### config.mk
export PLATFORM = sky130hd
export DESIGN_NAME = sfd_front
export DESIGN_NICKNAME = d
export VERILOG_FILES = /design/src/sfd_pkg.sv /design/src/sfd_front.sv
export SDC_FILE = /design/constraint.sdc
export NUM_CORES = 1
export LEC_CHECK = 0
export ABC_CLOCK_PERIOD_IN_PS = 4800
export BUFFER_PORTS_ARGS = -buffer_cell sky130_fd_sc_hd__clkbuf_2
export CORE_MARGIN = 8
export CORE_UTILIZATION = 57
export DETAILED_ROUTE_END_ITERATION = 12
export HOLD_SLACK_MARGIN = 0.06
export PLACE_DENSITY = 0.84
export SYNTH_ARGS = -nofsm -noshare
export SYNTH_HDL_FRONTEND = slang
export SYNTH_SLANG_ARGS = --single-unit
### constraint.sdc
create_clock -name i_clk -period 4.8 [get_ports i_clk]
set_clock_uncertainty 0.15 [all_clocks]
set_input_delay 0.96 -clock i_clk [delete_from_list [all_inputs] [get_ports i_clk]]
set_output_delay 0.96 -clock i_clk [all_outputs]
set_load 0.01 [all_outputs]
### src/sfd_pkg.sv
package sfd_pkg;

    localparam int C_DELAY_DEPTH      = 4096;
    localparam int C_SAMPLE_RATE      = 48000;
    localparam int C_SINE_TABLE_DEPTH = 1024;

    localparam int SAMP_W    = 24;
    localparam int RATE_W    = 7;
    localparam int Q8_W      = 18;
    localparam int CFG_IDX_W = 2;
    localparam int RATE_MAX  = 100;
    localparam int SINE_W    = 16;

    localparam logic [63:0] Q30_ONE     = 64'd1073741824;
    localparam logic [63:0] HALF_PI_Q30 = 64'd1686629713;

    typedef enum logic [CFG_IDX_W-1:0] {
        CFG_RATE     = 2'd0,
        CFG_DEPTH    = 2'd1,
        CFG_PREDELAY = 2'd2,
        CFG_NONE     = 2'd3
    } t_cfg_idx;

    typedef struct packed {
        logic signed [SAMP_W-1:0] left;
        logic signed [SAMP_W-1:0] right;
    } t_frame;

    // Q15 sine of a 32-bit phase (full scale one cycle), degree-9 polynomial in Q30.
    function automatic logic signed [SINE_W-1:0] sine_q15(input logic [63:0] p);
        logic [1:0]  quad;
        logic [63:0] x;
        logic [63:0] r;
        logic [63:0] x2;
        logic [63:0] t;
        logic [63:0] s;
        quad = p[31:30];
        x    = {34'd0, p[29:0]};
        if (quad[0]) begin
            x = Q30_ONE - x;
        end
        r  = (x * HALF_PI_Q30) >> 30;
        x2 = (r * r) >> 30;
        t  = Q30_ONE - x2 / 64'd72;
        t  = Q30_ONE - ((x2 * t) >> 30) / 64'd42;
        t  = Q30_ONE - ((x2 * t) >> 30) / 64'd20;
        t  = Q30_ONE - ((x2 * t) >> 30) / 64'd6;
        s  = (r * t) >> 30;
        s  = (s + 64'd16384) >> 15;
        if (s > 64'd32767) begin
            s = 64'd32767;
        end
        return quad[1] ? -SINE_W'(s) : SINE_W'(s);
    endfunction

endpackage

### src/sfd_front.sv
module sfd_front
    import sfd_pkg::*;
(
    input  logic   i_clk,
    input  logic   i_rst_n,
    input  logic   i_in_valid,
    output logic   o_in_ready,
    input  t_frame i_frame,
    output logic   o_q_valid,
    input  logic   i_q_ready,
    output t_frame o_q_frame
);

    // two-entry queue, head in slot 0
    t_frame     r_q [2];
    logic [1:0] r_cnt;
    logic [1:0] n_cnt;
    logic       push;
    logic       pop;

    assign o_in_ready = (r_cnt != 2'd2);
    assign push       = i_in_valid && o_in_ready;
    assign pop        = o_q_valid && i_q_ready;
    assign o_q_valid  = (r_cnt != 2'd0);
    assign o_q_frame  = r_q[0];

    always_comb begin
        n_cnt = r_cnt;
        if (push && !pop) begin
            n_cnt = r_cnt + 2'd1;
        end else if (pop && !push) begin
            n_cnt = r_cnt - 2'd1;
        end
    end

    always_ff @(posedge i_clk) begin
        if (!i_rst_n) begin
            r_cnt <= 2'd0;
        end else begin
            r_cnt <= n_cnt;
        end
    end

    always_ff @(posedge i_clk) begin
        if (pop) begin
            r_q[0] <= r_q[1];
        end
        if (push) begin
            if (pop) begin
                if (r_cnt == 2'd1) begin
                    r_q[0] <= i_frame;
                end else begin
                    r_q[1] <= i_frame;
                end
            end else if (r_cnt == 2'd0) begin
                r_q[0] <= i_frame;
            end else begin
                r_q[1] <= i_frame;
            end
        end
    end

endmodule

==> flow_metrics.tcl <==
set metrics [dict create \
    cts.sinks 98 \
    final_common_cell "clkbuf_2" \
    vias 1862 \
    final_cell_mix "clkbuf_2 (101), edfxtp_1 (96), mux2_2 (28)" \
    irDropWorstVdd_mv 0.647 \
    nets 337 \
    setup_viol 0 \
    max_stage_delay_ns 0.75 \
    cts-root-buf "clkbuf_8" \
    hold-worst-slack_ns 0.388 \
    cts-resized-gates 0 \
    critPathSlowestCell "o221a_4" \
    area_growth_pct 9.58 \
    yosysUniqueCellTypes 21 \
    crit_chain "inv_1, ha_1, and2b_1, o221a_4, mux2_2" \
    min_period_ns 2.59 \
    ys_ff_latch 98 \
    p_int_mw 2.00 \
    power_density_nw_per_um2 628 \
    ant_nets 0 \
    track_usage_pct 13.1 \
    start_kind "flip-flop" \
    yosys-top-cells-area "edfxtp_1 (69%), buf_4 (9.0%), mux2_2 (7.6%)" \
    grt-ovfl-total 0 \
    drc_errors 0 \
    vias_per_cell 4.84 \
    antenna_found_initial 0 \
    htree_levels 3 \
    grt_first_pass_wirelength_mm 10.2 \
    tightest_slew_ns 1.11 \
    die_w_um 101 \
    yosysWarnings 0 \
    fmax_mhz 387 \
    critPathTopFamily "compound AO/OA/AOI/OAI gates" \
    fill_cells 520 \
    hold_viol_final 0 \
    first_iter_violations 53 \
    synth.top_cell.area_share_pct 69.4 \
    max_cap_viol_count 0 \
    clk_latency_ns 0.35 \
    syn-instance-count 222 \
    synthesis.nets 278 \
    num_antenna_cells 0 \
    critical_path_class "flip-flop to flip-flop" \
    cts_tree "done" \
    io_buffer_count 101 \
    wl_mm 6.46 \
    slew_viol_final 0 \
    fp.dieArea_um2 10300 \
    syn_area_per_cell_um2 18.7 \
    slew_headroom_pct 26.3 \
    start_util_pct 57.9 \
    coreArea_um2 7180 \
    ioPinCount 102 \
    cts_buffer_depth 2 \
    leakagePower_nw 1.79 \
    fin_crit_sh_pct 53.9 \
    postCtsSetupRepairBufs 0 \
    core.rowCount 31 \
    synth_top_area_cell "edfxtp_1" \
    comb_power_share_pct 33.1 \
    ys_seq_area_share_pct 70.3 \
    hp-class "flip-flop to flip-flop" \
    netlist_area_um2 4160 \
    hpwl_mm 4.53 \
    path_clk_slew_ns 0.10 \
    layout-drive-gt1-share_pct 58.7 \
    seqPwrFrac_pct 48.9 \
    drt-pass1-iter-count 4 \
    cts_buffers 9 \
    crit_arrival_ns 2.52 \
    final-instance-count-excl-fill 385 \
    worstPathRequired_ns 4.74 \
    p_switching_mw 0.860 \
    swShare_pct 30.1 \
    crit_buf_inv 1 \
    worstPathMaxFanout 48 \
    routabilityCongestion 0.643 \
    end_kind "flip-flop" \
    clock_power_share_pct 17.9 \
    wire_per_inst_um 16.8 \
    setup_tns_ns 0 \
    grt_max_degree 49 \
    rsz0062_at_grt "no" \
    placed_cells 369 \
    status "complete, no violations" \
    postCtsHoldBufs 0 \
    grt_pass1_vias 2067 \
    die_h_um 101 \
]
-- worst paths after layout --
path	slack, ns	end	startpoint	depth (start not counted)
setup / recovery	2.21	r_q[0][15]	r_cnt[0]	5
hold / removal	0.39	r_q[0][27]	r_q[0][75]	1
setup reg to reg	2.21	r_q[0][15]	r_cnt[0]	5
hold reg to reg	0.39	r_q[0][27]	r_q[0][75]	1
-- synthesized netlist by cell type --
library cell / count
a221oi_1: 1
mux2_2: 28
a21oi_1: 1
a21o_1: 1
nand2b_1: 2
and3_1: 1
ha_1: 4
inv_2: 1
and2b_1: 2
o21ai_0: 2
xnor3_1: 1
o221a_4: 1
dfxtp_1: 2
mux2_4: 20
nor2_1: 1
edfxtp_1: 96
buf_6: 1
maj3_1: 1
buf_12: 2
inv_1: 4
buf_4: 50
-- layout make-up --
type	count	area [µm²]	share of cell area, %
Tap cell	99	124	2.72
Inverter	5	18.8	0.412
Clock inverter	6	65.1	1.43
Clock buffer	10	128	2.80
Sequential cell	98	2920	64.2
Multi-Input combinational cell	66	790	17.3
Timing Repair Buffer	101	505	11.1
-- power groups by stage --
stage | Combinational [mW] | Sequential [mW] | Clock [mW]
3_5_place_dp | 0.972 | 1.42 | 0
4_1_cts | 0.973 | 1.41 | 0.527
6_report | 0.947 | 1.40 | 0.513
5_1_grt | 1.03 | 1.43 | 0.559
2_1_floorplan | 0.929 | 1.40 | 0
3_3_place_gp | 0.941 | 1.41 | 0
-- state kept, by name (all words and copies together) (netlist names) --
| name | flops |
|---|---|
| r_q | 96 |
| r_cnt | 2 |
-- through the flow --
stage	power, mW	util (%)	setup WS (ns)	cell area [µm²]
detailed placement	2.40	60.8	1.90	4360
finish	2.86	63.5	2.21	4550
global route	3.02	63.5	2.09	4550
global placement	2.35	60.8	1.96	4360
floorplan	2.33	-	1.88	4160
CTS	2.91	63.5	2.23	4550
-- per-layer routing --
metal	part of all wire (%)	up-vias	GRT usage (%)
met2	51	61	22.5
li1	-	895	-
met5	0	-	0
met1	42	902	14.8
met4	0.68	0	4.12
met3	6.3	4	4.88
-- worst register-to-register path, delay by kind of cell, from the launching register on --
family | cells | cell delay (ns)
compound gates | 1 | 0.75
fa+ha+maj | 1 | 0.22
buf+inv | 1 | 0.09
flops | 1 | 0.36
mux | 1 | 0.49
simple gates | 1 | 0.28
-- logic make-up (layout without fill, tap and decap cells) --
logic type,after synthesis,in the layout,share of synthesized area [%]
AOI/OAI and AO/OA,6,6,1.23
xor gates and xnor gates,1,1,0.542
adders and majority gates,5,5,1.45
buffers and inverters,58,122,10.7
DFF,98,98,70.3
muxes,48,48,14.8
and+or+nand+nor,6,6,0.903
Power figures use the tool's default switching activity.
